File: config.mk
export PLATFORM = sky130hd
export DESIGN_NAME = flc_cell
export DESIGN_NICKNAME = d
export VERILOG_FILES = /design/src/design/flc_pkg.sv /design/src/design/flc_cell.sv
export SDC_FILE = /design/constraint.sdc
export NUM_CORES = 1
export LEC_CHECK = 0
export BUFFER_PORTS_ARGS = -buffer_cell sky130_fd_sc_hd__buf_2
export CORE_AREA = 2 2 194 120
export DETAILED_ROUTE_END_ITERATION = 8
export DIE_AREA = 0 0 196 122
export PLACE_DENSITY = 0.81
export SLEW_MARGIN = 0
export SYNTH_ARGS = -nofsm -noshare
export SYNTH_HDL_FRONTEND = slang
export SYNTH_SLANG_ARGS = --single-unit
File: constraint.sdc
create_clock -name clk -period 8.55 [get_ports clk]
set_clock_uncertainty 0.15 [all_clocks]
set_input_delay 0.4275 -clock clk [delete_from_list [all_inputs] [get_ports clk]]
set_output_delay 0.4275 -clock clk [all_outputs]
set_load 0.01 [all_outputs]
File: src/design/flc_pkg.sv
// shared types and constants for the full linear convolution block
`default_nettype none

package flc_pkg;

  localparam int SUM_BITS      = 36;
  localparam int REG_TAPS      = 16;
  localparam int TAPS_PER_REG  = 4;
  localparam int SLOT_BITS     = 16;
  localparam int CFG_DATA_BITS = 64;
  localparam int CFG_IDX_BITS  = 3;
  localparam int TAP_CNT_BITS  = 5;

  typedef enum logic [CFG_IDX_BITS-1:0] {
    CFG_TAP_COUNT = 3'd0,
    CFG_COEFF_0   = 3'd1,
    CFG_COEFF_1   = 3'd2,
    CFG_COEFF_2   = 3'd3,
    CFG_COEFF_3   = 3'd4
  } cfg_reg_t;

  typedef struct packed {
    logic shift;
    logic clr;
  } cell_ctrl_t;

endpackage

`default_nettype wire

File: src/design/flc_cell.sv
// one transposed-form cell: multiply-accumulate into a partial sum, shift to neighbor
`default_nettype none

module flc_cell #(
  parameter int SAMPLE_BITS = 16,
  parameter int COEFF_BITS  = 16
) (
  input  wire logic                               clk,
  input  wire logic                               rst_n,
  input  wire flc_pkg::cell_ctrl_t                ctrl,
  input  wire logic                               mac_en,
  input  wire logic signed [SAMPLE_BITS-1:0]      sample,
  input  wire logic signed [COEFF_BITS-1:0]       coeff,
  input  wire logic signed [flc_pkg::SUM_BITS-1:0] sum_in,
  output logic signed [flc_pkg::SUM_BITS-1:0]      sum_out
);

  localparam int SB = flc_pkg::SUM_BITS;
  localparam int PB = SAMPLE_BITS + COEFF_BITS;

  logic signed [PB-1:0] prod;
  logic signed [SB-1:0] psum_r;
  logic signed [SB-1:0] psum_nxt;

  assign prod    = sample * coeff;
  assign sum_out = mac_en ? (psum_r + SB'(prod)) : psum_r;

  always_comb begin
    psum_nxt = psum_r;
    if (ctrl.clr) begin
      psum_nxt = '0;
    end else if (ctrl.shift) begin
      psum_nxt = sum_in;
    end
  end

  always_ff @(posedge clk) begin
    if (!rst_n) begin
      psum_r <= '0;
    end else begin
      psum_r <= psum_nxt;
    end
  end

endmodule

`default_nettype wire

==> Word-level counts from Yosys, hierarchy flattened <==
Index checks and enable logic that the tools add are counted.
{ "totals": {"reg_bits": 36, "output_inout_bits": 36} }
{ "classes": {"add_sub_neg": 1, "n_mul": 1, "muxes": 1, "bitwise": 1, "reduce_logical": 1} }
{ "op_table": {"columns": ["op", "n"], "rows": [
  ["adder 36 x 32 -> 36 bit", 1],
  ["2-to-1 mux 36 bit", 1],
  ["multiplier 16 x 16 -> 32 bit", 1],
  ["OR reduction 2 bit", 1],
  ["NOT 1 bit", 1]
]} }

==> Logic depth before layout (Yosys ltp) <==
Gate-level depths: netlist of run 1.
{ "depth": {"word_depth": 3, "ltp_mapped": 23, "ltp_nobuf": 22} }

==> Least setup slack after synthesis of run 1 <==
OpenSTA, ideal clock, no wires.
{ "synth_path": {"path_type": "input port to output port", "startpoint": "input sample[15]", "endpoint": "output sum_out[21] (netlist bit)", "t_arrival_ps": 5973, "required_ps": 7973, "path_slack_ps": 2000, "stages": 21, "path_cell_list": "clkbuf_1 > nand2_1 > fa_1 > inv_1 > fa_1 > inv_1 > fa_1 > inv_1 > fa_1 > fa_1 > inv_1 > fa_1 > inv_1 > ha_1 > nand4_1 > and2b_2 > or4_4 > a21o_1 > a21oi_2 > xnor2_1 > mux2_4"} }
{ "synth_via": {"elab_chain_len": 3} }
{ "synth_lines": {"columns": ["element", "line_no", "text"], "rows": [
  ["start: declaration", "flc_cell.sv:12", "input wire logic signed [SAMPLE_BITS-1:0] sample,"],
  ["multiplier 16 x 16 -> 32 bit", "flc_cell.sv:25", "assign prod = sample * coeff;"],
  ["adder 36 x 32 -> 36 bit", "flc_cell.sv:26", "assign sum_out = mac_en ? (psum_r + SB'(prod)) : psum_r;"],
  ["2-to-1 mux 36 bit", "flc_cell.sv:26", null],
  ["end: declaration", "flc_cell.sv:15", "output logic signed [flc_pkg::SUM_BITS-1:0] sum_out"]
]} }
Every way passes these cells.

==> Worst setup path in the final report of run 1 <==
{ "layout_path": {"startpoint": "input coeff[2]", "endpoint": "output sum_out[33] (netlist bit)"} }
{ "layout_via": {"elab_chain_len": 3} }
{ "layout_lines": {"columns": ["element", "line_no", "text"], "rows": [
  ["start: declaration", "flc_cell.sv:13", "input wire logic signed [COEFF_BITS-1:0] coeff,"],
  ["multiplier 16 x 16 -> 32 bit", "flc_cell.sv:25", null],
  ["adder 36 x 32 -> 36 bit", "flc_cell.sv:26", null],
  ["2-to-1 mux 36 bit", "flc_cell.sv:26", null]
]} }
Every way passes these cells.

==> results of run 1 <==
[per-layer routing]
metal  share of wire, %  up-vias  GRT usage, %
li1                   -     4473             -
met1                 45     4889         46.54
met2                 40      510         42.75
met3                 14       26         11.46
met4               0.75        0         3.598
met5                  0        -             0
[kinds of logic after synthesis]
logic type	after synthesis
flip-flops	36
buffers and inverters	439
AO/OA/AOI/OAI	102
multiplexers	63
XOR/XNOR	33
AND/OR/NAND/NOR	369
adder cells (fa/ha/maj)	421
[area by class of cell]
cell class / instances / area share (%)
Tap cell: 292 / 2.544
Antenna cell: 1 / 0.01743
Timing Repair Buffer: 110 / 3.869
Sequential cell: 36 / 5.019
Inverter: 387 / 10.12
Clock buffer: 7 / 1.063
Multi-Input combinational cell: 988 / 77.37
[per-stage QoR]
step | setup slack, ns | area, um^2 | utilization [%] | cells
2_1_floorplan | 2.000 | 13520 | - | 1463
3_3_place_gp | 1.336 | 14200 | 63.47 | 1813
3_5_place_dp | 1.253 | 14200 | 63.47 | 1813
4_1_cts | 1.203 | 14360 | 64.15 | 1820
5_1_grt | 0.7777 | 14360 | 64.15 | 1820
6_report | 1.072 | 14360 | 64.16 | 1821
[critical path, cell delays in order]
cell and delay, ns:
buf_2 0.28, and2_1 0.22, inv_1 0.07, fa_1 0.63, inv_1 0.14, fa_1 0.51, inv_1 0.06, fa_1 0.50
inv_1 0.05, fa_1 0.49, fa_1 0.51, inv_1 0.06, fa_1 0.50, inv_1 0.05, ha_1 0.36, a21oi_1 0.25
o211ai_1 0.15, nor2_1 0.10, nor4b_1 0.51, o31ai_2 0.27, o31ai_1 0.34, nand4b_1 0.14, o311ai_1 0.12, buf_2 0.18
[cell usage in the layout (no fill, tap or decap), types with 2 or more instances in the layout]
cell,n
nand4b_1,3
xor2_1,11
mux2_2,23
buf_4,2
dfxtp_1,36
or4_1,2
o221ai_1,2
and3_1,5
xnor2_1,22
and4_1,2
a21oi_1,28
a21o_1,17
clkbuf_16,5
o21a_1,6
o21bai_1,4
o2111ai_1,3
nand4_1,7
a211oi_1,3
nand3_1,5
nor2_1,64
nor3_1,3
o211ai_1,4
and2_1,125
o31ai_1,4
o21ai_0,12
a21oi_2,2
clkbuf_8,2
nand2_1,137
fa_1,314
mux2i_1,39
nor4_1,2
ha_1,107
a31oi_1,5
nand2b_1,3
inv_1,387
a211o_1,3
buf_2,108
[how the worst min path moves through the flow]
stage	from	endpoint	slack [ns]	cells past startpoint
global route	sum_in[17]	psum_r[17]$_SDFFE_PP0P_	0.24	3
global placement	psum_r[15]$_SDFFE_PP0P_	psum_r[15]$_SDFFE_PP0P_	0.33	2
detailed placement	psum_r[15]$_SDFFE_PP0P_	psum_r[15]$_SDFFE_PP0P_	0.36	2
finish	sum_in[8]	psum_r[8]$_SDFFE_PP0P_	0.22	3
floorplan	psum_r[15]$_SDFFE_PP0P_	psum_r[15]$_SDFFE_PP0P_	0.31	2
CTS	sum_in[3]	psum_r[3]$_SDFFE_PP0P_	0.22	3
==> key figures, run 1 <==
Yosys
  • Synth unique cells: 60
  • Mux contribution to synthesized area: 4.914%
  • Sequential area share after synthesis: 5.331%
  • Async SR Flop Fraction: 0%
  • Synth area leaders: fa_1 46%, inv_1 11%, ha_1 9.9%
  • Synth Area in Simple Gates: 13.64%
  • Commonest cells in the netlist: 387 x inv_1, 314 x fa_1, 137 x nand2_1, 125 x and2_1, 107 x ha_1
  • Synth Instances: 1,463
  • Yosys top cell area share: 46.50%
  • Main combinational cell family by area after synthesis: adder cells
  • Cell accounting for the most synthesized area: fa_1
  • Yosys reg bits: 36
  • Avg Cell Area, Syn: 9.241 um^2
  • Synth Area in Compound Gates: 5.090%
  • Post-synthesis cell area: 13,520 um^2
  • XOR/XNOR share of the synthesized area: 2.138%
  • Post-synthesis net count: 1,957
  • Most frequent cell after synthesis: inv_1
  • Number of synthesized flops with an enable pin: 0
  • Adder-cell share of the synthesized area: 56.40%
  • Warnings from Yosys: 0
  • Main flop type after synthesis: dfxtp_1

Worst setup path
  • Worst setup path end: sum_out[33]
  • Critical path class: in -> out
  • Critical path fanouts, max: 16
  • Worst r2r path cells: 2
  • Critical R2R Launch: psum_r[9]$_SDFFE_PP0P_
  • Crit end category: primary output
  • RR Endpoint: psum_r[9]$_SDFFE_PP0P_
  • Crit path from: coeff[2]
  • Worst path required time: 7.97 ns
  • Flop-to-flop setup slack: 7.62 ns
  • Arrival @ worst endpoint: 6.90 ns
  • CP Launch Type: input pin

Clocking
  • Clock latency on the worst-skew pair: 0.28 ns
  • Clock Pin Slew Worst Setup and Hold Paths: 0.06 ns
  • CTS Buf Count: 5
  • Sink Count: 36
  • Post-CTS Setup Repair Bufs: 0
  • CTS tree: done
  • PostCTS Resize Cnt: 0
  • Bufs on Longest Clock Path: 2
  • Root Driver: clkbuf_16
  • Post-CTS Hold Buffers: 0
  • Htree depth: 2

Die
  • Core Box Area: 22,380 um^2
  • Die Wd: 196 um
  • Die area: 23,910 um^2
  • # IOs: 109
  • Initial Util: 60.40%
  • Chip Height: 122 um
  • Row cnt: 43

Placed design
  • Final Wtd Congestion: 1.009
  • Port bufs: 108
  • Hpwl dp: 28.61 mm

Cells and area
  • Synth-to-layout area growth: 6.219%
  • Largest registers: psum_r x36
  • Share of layout cells above drive strength 1: 10.01%
  • Fillers: 1,848
  • Flip-flop count of the largest register after layout: 36
  • Register area: 720.7 um^2
  • Multi-input gate area: 11,110 um^2
  • Nets: 2,022
  • Reg with most FFs: psum_r

Job
  • Max-cap violations: 0

Run status
  • Status: completed

STA
  • Worst slew margin: 25.19%
  • Final min period: 7.478 ns
  • Fmax: 0.1337 GHz
  • Fin Hold WS: 0.2208 ns
  • Tcrit/Tclk final: 87.46%
  • Setup TNS: 0 ns
  • Worst slew pin tran: 1.122 ns
  • Slew Viols, Final: 0
  • Setup violators final: 0
  • Hold Fails Final Rpt: 0
  • RSZ-0062 raised after global routing: false

Global route
  • Number of global-route vias before repair: 10,690
  • First-pass GRT wire length: 56.57 mm
  • Pin count of the biggest net entering global routing: 45
  • Remaining Overflow, GRT: 0
  • Initial antenna violation count: 1
  • Gr usage total: 30.59%

Hold path
  • Worst Hold Class: in -> reg

Detailed routing
  • DR vias/cell: 5.435
  • Detail Route Antenna Nets: 0
  • Via Count: 9,898
  • Number of detailed-route iterations in the first pass: 5
  • Routed len/inst: 18.35 um
  • Starting DRT DRC Count: 767
  • Total Wirelength: 33.41 mm
  • DRC Markers: 0
Power of run 1 is left out: the tool's default activity adds up to more than one toggle a clock period on the data nets, which glitch-free logic cannot reach.
==> run 2, diff against run 1 <==
--- a/config.mk
+++ b/config.mk
@@ -6,10 +6,12 @@
 export NUM_CORES = 1
 export LEC_CHECK = 0
 export BUFFER_PORTS_ARGS = -buffer_cell sky130_fd_sc_hd__buf_2
-export CORE_AREA = 2 2 194 120
+export CELL_PAD_IN_SITES_DETAIL_PLACEMENT = 1
+export CELL_PAD_IN_SITES_GLOBAL_PLACEMENT = 1
+export CORE_AREA = 2 2 218 134
 export DETAILED_ROUTE_END_ITERATION = 8
-export DIE_AREA = 0 0 196 122
-export PLACE_DENSITY = 0.81
+export DIE_AREA = 0 0 220 136
+export PLACE_DENSITY_LB_ADDON = 0.1
 export SLEW_MARGIN = 0
 export SYNTH_ARGS = -nofsm -noshare
 export SYNTH_HDL_FRONTEND = slang
==> run 2 against run 1 <==
Net effect:
- register-to-register slack worse by 0.02 ns
- count of clock-buffer cells in the layout shrank 1
- global-route usage fell by 2.5 points
- critical endpoint unchanged
- first-iteration DRC count is 30% lower
- non-clock buffer count down 1
==> key figures, run 2 (synthesis results as in run 1) <==
Clocking
  • Htree depth: 2 (unchanged)
  • Clock latency on the worst-skew pair: 0.28 ns (about the same)
  • CTS tree: done
  • Root Driver: clkbuf_16
  • Bufs on Longest Clock Path: 2 (unchanged)
  • Clock Pin Slew Worst Setup and Hold Paths: 0.06 ns (about the same)
  • Sink Count: 36 (unchanged)
  • CTS Buf Count: 5 (unchanged)
  • Post-CTS Setup Repair Bufs: 0 (unchanged)
  • PostCTS Resize Cnt: 0 (unchanged)
  • Post-CTS Hold Buffers: 0 (unchanged)

Global route
  • Gr usage total: 28.07% (-2.5 points)
  • Remaining Overflow, GRT: 0 (unchanged)
  • Initial antenna violation count: 1 (unchanged)
  • Number of global-route vias before repair: 10,830 (+1.3%)
  • First-pass GRT wire length: 63.37 mm (+12%)
  • Pin count of the biggest net entering global routing: 45 (unchanged)

Die
  • # IOs: 109 (unchanged)
  • Core Box Area: 28,110 um^2 (+26%)
  • Row cnt: 48 (+12%)
  • Initial Util: 48.10% (-12 points)
  • Chip Height: 136 um (+11%)
  • Die area: 29,920 um^2 (+25%)
  • Die Wd: 220 um (+12%)

Detailed routing
  • DRC Markers: 0 (unchanged)
  • Number of detailed-route iterations in the first pass: 5 (unchanged)
  • Via Count: 9,790 (-1.1%)
  • Routed len/inst: 20.47 um (+12%)
  • Total Wirelength: 38.96 mm (+17%)
  • Starting DRT DRC Count: 537 (-30%)
  • Detail Route Antenna Nets: 0 (unchanged)
  • DR vias/cell: 5.145 (-5.4%)

Run status
  • Status: completed

Job
  • Max-cap violations: 0 (unchanged)

Cells and area
  • Largest registers: psum_r x36
  • Synth-to-layout area growth: 6.858%
  • Flip-flop count of the largest register after layout: 36 (unchanged)
  • Most frequent cells in the layout: 387 x inv_1, 314 x fa_1, 137 x nand2_1
  • Share of layout cells above drive strength 1: 9.948% (-0.065 points)
  • Reg with most FFs: psum_r
  • Commonest non-fill, non-tap cell in the layout: inv_1
  • Ant diodes: 0 (-1)
  • Nets: 2,021 (-0.049%)

Worst setup path
  • CP Launch Type: input pin
  • Critical path fanouts, max: 16 (unchanged)
  • Worst path required time: 7.97 ns (about the same)
  • Arrival @ worst endpoint: 6.88 ns (-0.02 ns)
  • Critical path class: in -> out
  • Crit end category: primary output

Placed design
  • Hpwl dp: 34.08 mm (+19%)
  • Final Wtd Congestion: 0.8565 (-15%)
  • Port bufs: 108 (unchanged)

STA
  • Tcrit/Tclk final: 87.25% (-0.21 points)
  • Worst slew pin tran: 1.160 ns (+0.03827 ns)
  • Fmax: 0.1341 GHz (+0.24%)
  • Setup TNS: 0 ns (unchanged)
  • Hold Fails Final Rpt: 0 (unchanged)
  • Final min period: 7.460 ns (-0.01786 ns)
  • Setup violators final: 0 (unchanged)
  • Worst slew margin: 22.64% (-2.6 points)
  • RSZ-0062 raised after global routing: false
  • Slew Viols, Final: 0 (unchanged)

Hold path
  • Worst Hold Class: in -> reg
-- run 2: changes by cell type in the layout (fill, tap and decap cells not counted) --
| cell | delta |
|---|---|
| clkbuf_8 | -2 |
| buf_4 | -1 |
| clkinv_4 | +1 |
| diode_2 | -1 |
| clkbuf_1 | +1 |
| clkinvlp_4 | +1 |
-- run 2: worst max-delay path: stages --
cell and delay (ns):
buf_2 0.30, and2_1 0.23, inv_1 0.07, fa_1 0.55, fa_1 0.88, fa_1 0.51, inv_1 0.10, fa_1 0.41
fa_1 0.51, inv_1 0.07, fa_1 0.47, inv_1 0.04, ha_1 0.36, a21oi_1 0.20, o211ai_1 0.14, nor2_1 0.11
nor4b_1 0.53, o31ai_2 0.21, o31ai_1 0.30, nand4b_1 0.13, o311ai_1 0.12, buf_2 0.19
-- run 2: through the flow --
stage | util [%] | area, um^2 | hold slack [ns] | std cells | setup WS [ns]
after floorplan | - | 13520 | 0.3104 | 1463 | 2.000
after global placement | 50.88 | 14300 | 0.3244 | 1895 | 1.303
after detailed placement | 50.88 | 14300 | 0.3549 | 1895 | 1.148
final | 51.40 | 14450 | 0.2283 | 1903 | 1.090
after CTS | 51.40 | 14450 | 0.2278 | 1903 | 1.130
after global routing | 51.40 | 14450 | 0.2436 | 1903 | 0.7175
-- run 2: layer usage --
layer	track usage, %	part of all wire [%]	vias up
met3	4.832	7.6	10
li1	-	-	4473
met5	0	0	-
met4	2.051	0.39	0
met2	37.40	38	287
met1	48.02	54	5020
-- run 2: path summary, 6_finish.rpt --
kind	start	endpoint	slack, ns	cells after the start
min reg2reg	psum_r[15]$_SDFFE_PP0P_	psum_r[15]$_SDFFE_PP0P_	0.36	2
max	coeff[2]	sum_out[33]	1.09	22
max reg2reg	psum_r[13]$_SDFFE_PP0P_	psum_r[13]$_SDFFE_PP0P_	7.60	2
min	sum_in[28]	psum_r[28]$_SDFFE_PP0P_	0.23	3
-- run 2: cell type report --
class                           instances  area (um^2)
Tap cell                              375        469.2
Fill cell                            3321        13660
Timing Repair Buffer                  109        548.0
Multi-Input combinational cell        988        11110
Clock inverter                          2        16.27
Inverter                              387         1453
Sequential cell                        36        720.7
Clock buffer                            6        128.9
Power of run 2 is left out for the same reason.
==> run 3, diff against run 2 <==
--- a/config.mk
+++ b/config.mk
@@ -5,7 +5,7 @@
 export SDC_FILE = /design/constraint.sdc
 export NUM_CORES = 1
 export LEC_CHECK = 0
-export BUFFER_PORTS_ARGS = -buffer_cell sky130_fd_sc_hd__buf_2
+export BUFFER_PORTS_ARGS = -buffer_cell sky130_fd_sc_hd__buf_4
 export CELL_PAD_IN_SITES_DETAIL_PLACEMENT = 1
 export CELL_PAD_IN_SITES_GLOBAL_PLACEMENT = 1
 export CORE_AREA = 2 2 218 134
==> run 3 against run 2 <==
Net effect:
- sequential share of layout area fell by 0.092 points
- global-route usage up 0.26 points
- flip-flop and latch count is the same
- via count increased by 0.77%
- wire length grew 0.98%
- critical path type unchanged
- largest cell class unchanged
==> key figures, run 3 (synthesis results as in run 1) <==
Run status
  • Status: completed

Global route
  • Pin count of the biggest net entering global routing: 45 (unchanged)
  • First-pass GRT wire length: 63.75 mm (+0.60%)
  • Remaining Overflow, GRT: 0 (unchanged)
  • Number of global-route vias before repair: 10,950 (+1.1%)
  • Gr usage total: 28.33% (+0.26 points)
  • Initial antenna violation count: 0 (-1)

Cells and area
  • Finished Core Util: 52.36% (+0.96 points)
  • Ant diodes: 0 (unchanged)
  • Fillers: 3,279 (-1.3%)
  • Share of layout cells above drive strength 1: 9.948% (unchanged)
  • Nets: 2,021 (unchanged)
  • Largest registers: psum_r x36
  • Most frequent cells in the layout: 387 x inv_1, 314 x fa_1, 137 x nand2_1
  • Synth-to-layout area growth: 8.857%
  • Final Non-Filler Cells: 1,903 (unchanged)
  • Reg with most FFs: psum_r
  • Flip-flop count of the largest register after layout: 36 (unchanged)
  • Commonest non-fill, non-tap cell in the layout: inv_1

Worst setup path
  • Critical path fanouts, max: 16 (unchanged)
  • Worst path required time: 7.97 ns (about the same)
  • Critical path class: in -> out
  • Crit end category: primary output
  • CP Launch Type: input pin
  • Arrival @ worst endpoint: 6.74 ns (-0.14 ns)

STA
  • Setup violators final: 0 (unchanged)
  • Fin Hold WS: 0.2268 ns (-0.001521 ns)
  • RSZ-0062 raised after global routing: false
  • Worst slew margin: 44.00% (+21 points)
  • Final min period: 7.321 ns (-0.1391 ns)
  • Hold Fails Final Rpt: 0 (unchanged)
  • Worst slew pin tran: 0.8391 ns (-0.3213 ns)
  • Tcrit/Tclk final: 85.62% (-1.6 points)
  • Fmax: 0.1366 GHz (+1.9%)
  • Setup TNS: 0 ns (unchanged)
  • Slew Viols, Final: 0 (unchanged)

Die
  • Die Wd: 220 um (unchanged)
  • Initial Util: 48.10% (unchanged)
  • Die area: 29,920 um^2 (unchanged)
  • Chip Height: 136 um (unchanged)
  • # IOs: 109 (unchanged)
  • Core Box Area: 28,110 um^2 (unchanged)
  • Row cnt: 48 (unchanged)

Detailed routing
  • Routed len/inst: 20.67 um (+0.98%)
  • Via Count: 9,865 (+0.77%)
  • DR vias/cell: 5.184 (+0.77%)
  • Starting DRT DRC Count: 604 (+12%)
  • Number of detailed-route iterations in the first pass: 5 (unchanged)
  • Total Wirelength: 39.34 mm (+0.98%)
  • Detail Route Antenna Nets: 0 (unchanged)
  • DRC Markers: 0 (unchanged)

Hold path
  • Worst Hold Class: in -> reg

Placed design
  • DP Cell Count: 1,895 (unchanged)
  • Hpwl dp: 33.93 mm (-0.44%)
  • Port bufs: 108 (unchanged)
  • Final Wtd Congestion: 0.8720 (+1.8%)

Clocking
  • PostCTS Resize Cnt: 0 (unchanged)
  • Root Driver: clkbuf_16
  • Clock latency on the worst-skew pair: 0.28 ns (about the same)
  • Bufs on Longest Clock Path: 2 (unchanged)
  • Htree depth: 2 (unchanged)
  • Sink Count: 36 (unchanged)
  • Post-CTS Setup Repair Bufs: 0 (unchanged)
  • Post-CTS Hold Buffers: 0 (unchanged)
  • CTS tree: done
  • CTS Buf Count: 5 (unchanged)
  • Clock Pin Slew Worst Setup and Hold Paths: 0.06 ns (about the same)

Job
  • Max-cap violations: 0 (unchanged)
-- run 3: cell count changes in the layout (fill, tap and decap cells not counted) --
cell,change
buf_2,-108
buf_4,+108
-- run 3: final cells by class --
class	instances	area [um^2]	share of cell area (%)
multi-input cells	988	11110	75.50
inverters	387	1453	9.871
repair buffers	109	818.3	5.560
flip-flops and latches	36	720.7	4.897
well taps	375	469.2	3.188
clock buffers	6	128.9	0.8757
clock inverters	2	16.27	0.1105
-- run 3: metrics by stage --
step / instance area (um^2) / setup slack [ns]
after CTS: 14720 / 1.202
after global routing: 14720 / 0.9102
after detailed placement: 14570 / 1.232
final: 14720 / 1.229
after global placement: 14570 / 1.368
after floorplan: 13520 / 2.000
-- run 3: layer usage --
| metal | track usage (%) | part of all wire [%] |
|---|---|---|
| met1 | 46.96 | 53 |
| met2 | 38.17 | 38 |
| met3 | 6.443 | 8.3 |
| met4 | 2.237 | 0.35 |
| met5 | 0 | 0 |
-- run 3: final timing paths --
kind	cells past startpoint	endpoint	slack [ns]	startpoint
max	22	sum_out[35]	1.23	coeff[2]
min reg2reg	2	psum_r[15]$_SDFFE_PP0P_	0.36	psum_r[15]$_SDFFE_PP0P_
min	3	psum_r[31]$_SDFFE_PP0P_	0.23	sum_in[31]
max reg2reg	2	psum_r[11]$_SDFFE_PP0P_	7.58	psum_r[11]$_SDFFE_PP0P_
-- run 3: worst max-delay path, cell delays in order --
cell and delay (ns):
buf_4 0.22, and2_1 0.20, inv_1 0.06, fa_1 0.54, fa_1 0.89, fa_1 0.51
inv_1 0.09, fa_1 0.43, fa_1 0.51, inv_1 0.07, fa_1 0.49, inv_1 0.04
ha_1 0.34, a21oi_1 0.20, o211ai_1 0.14, nor2_1 0.10, nor4b_1 0.54, o31ai_2 0.22
o21ai_0 0.27, mux2i_1 0.22, nand2_1 0.08, buf_4 0.14
Power of run 3 is left out for the same reason.
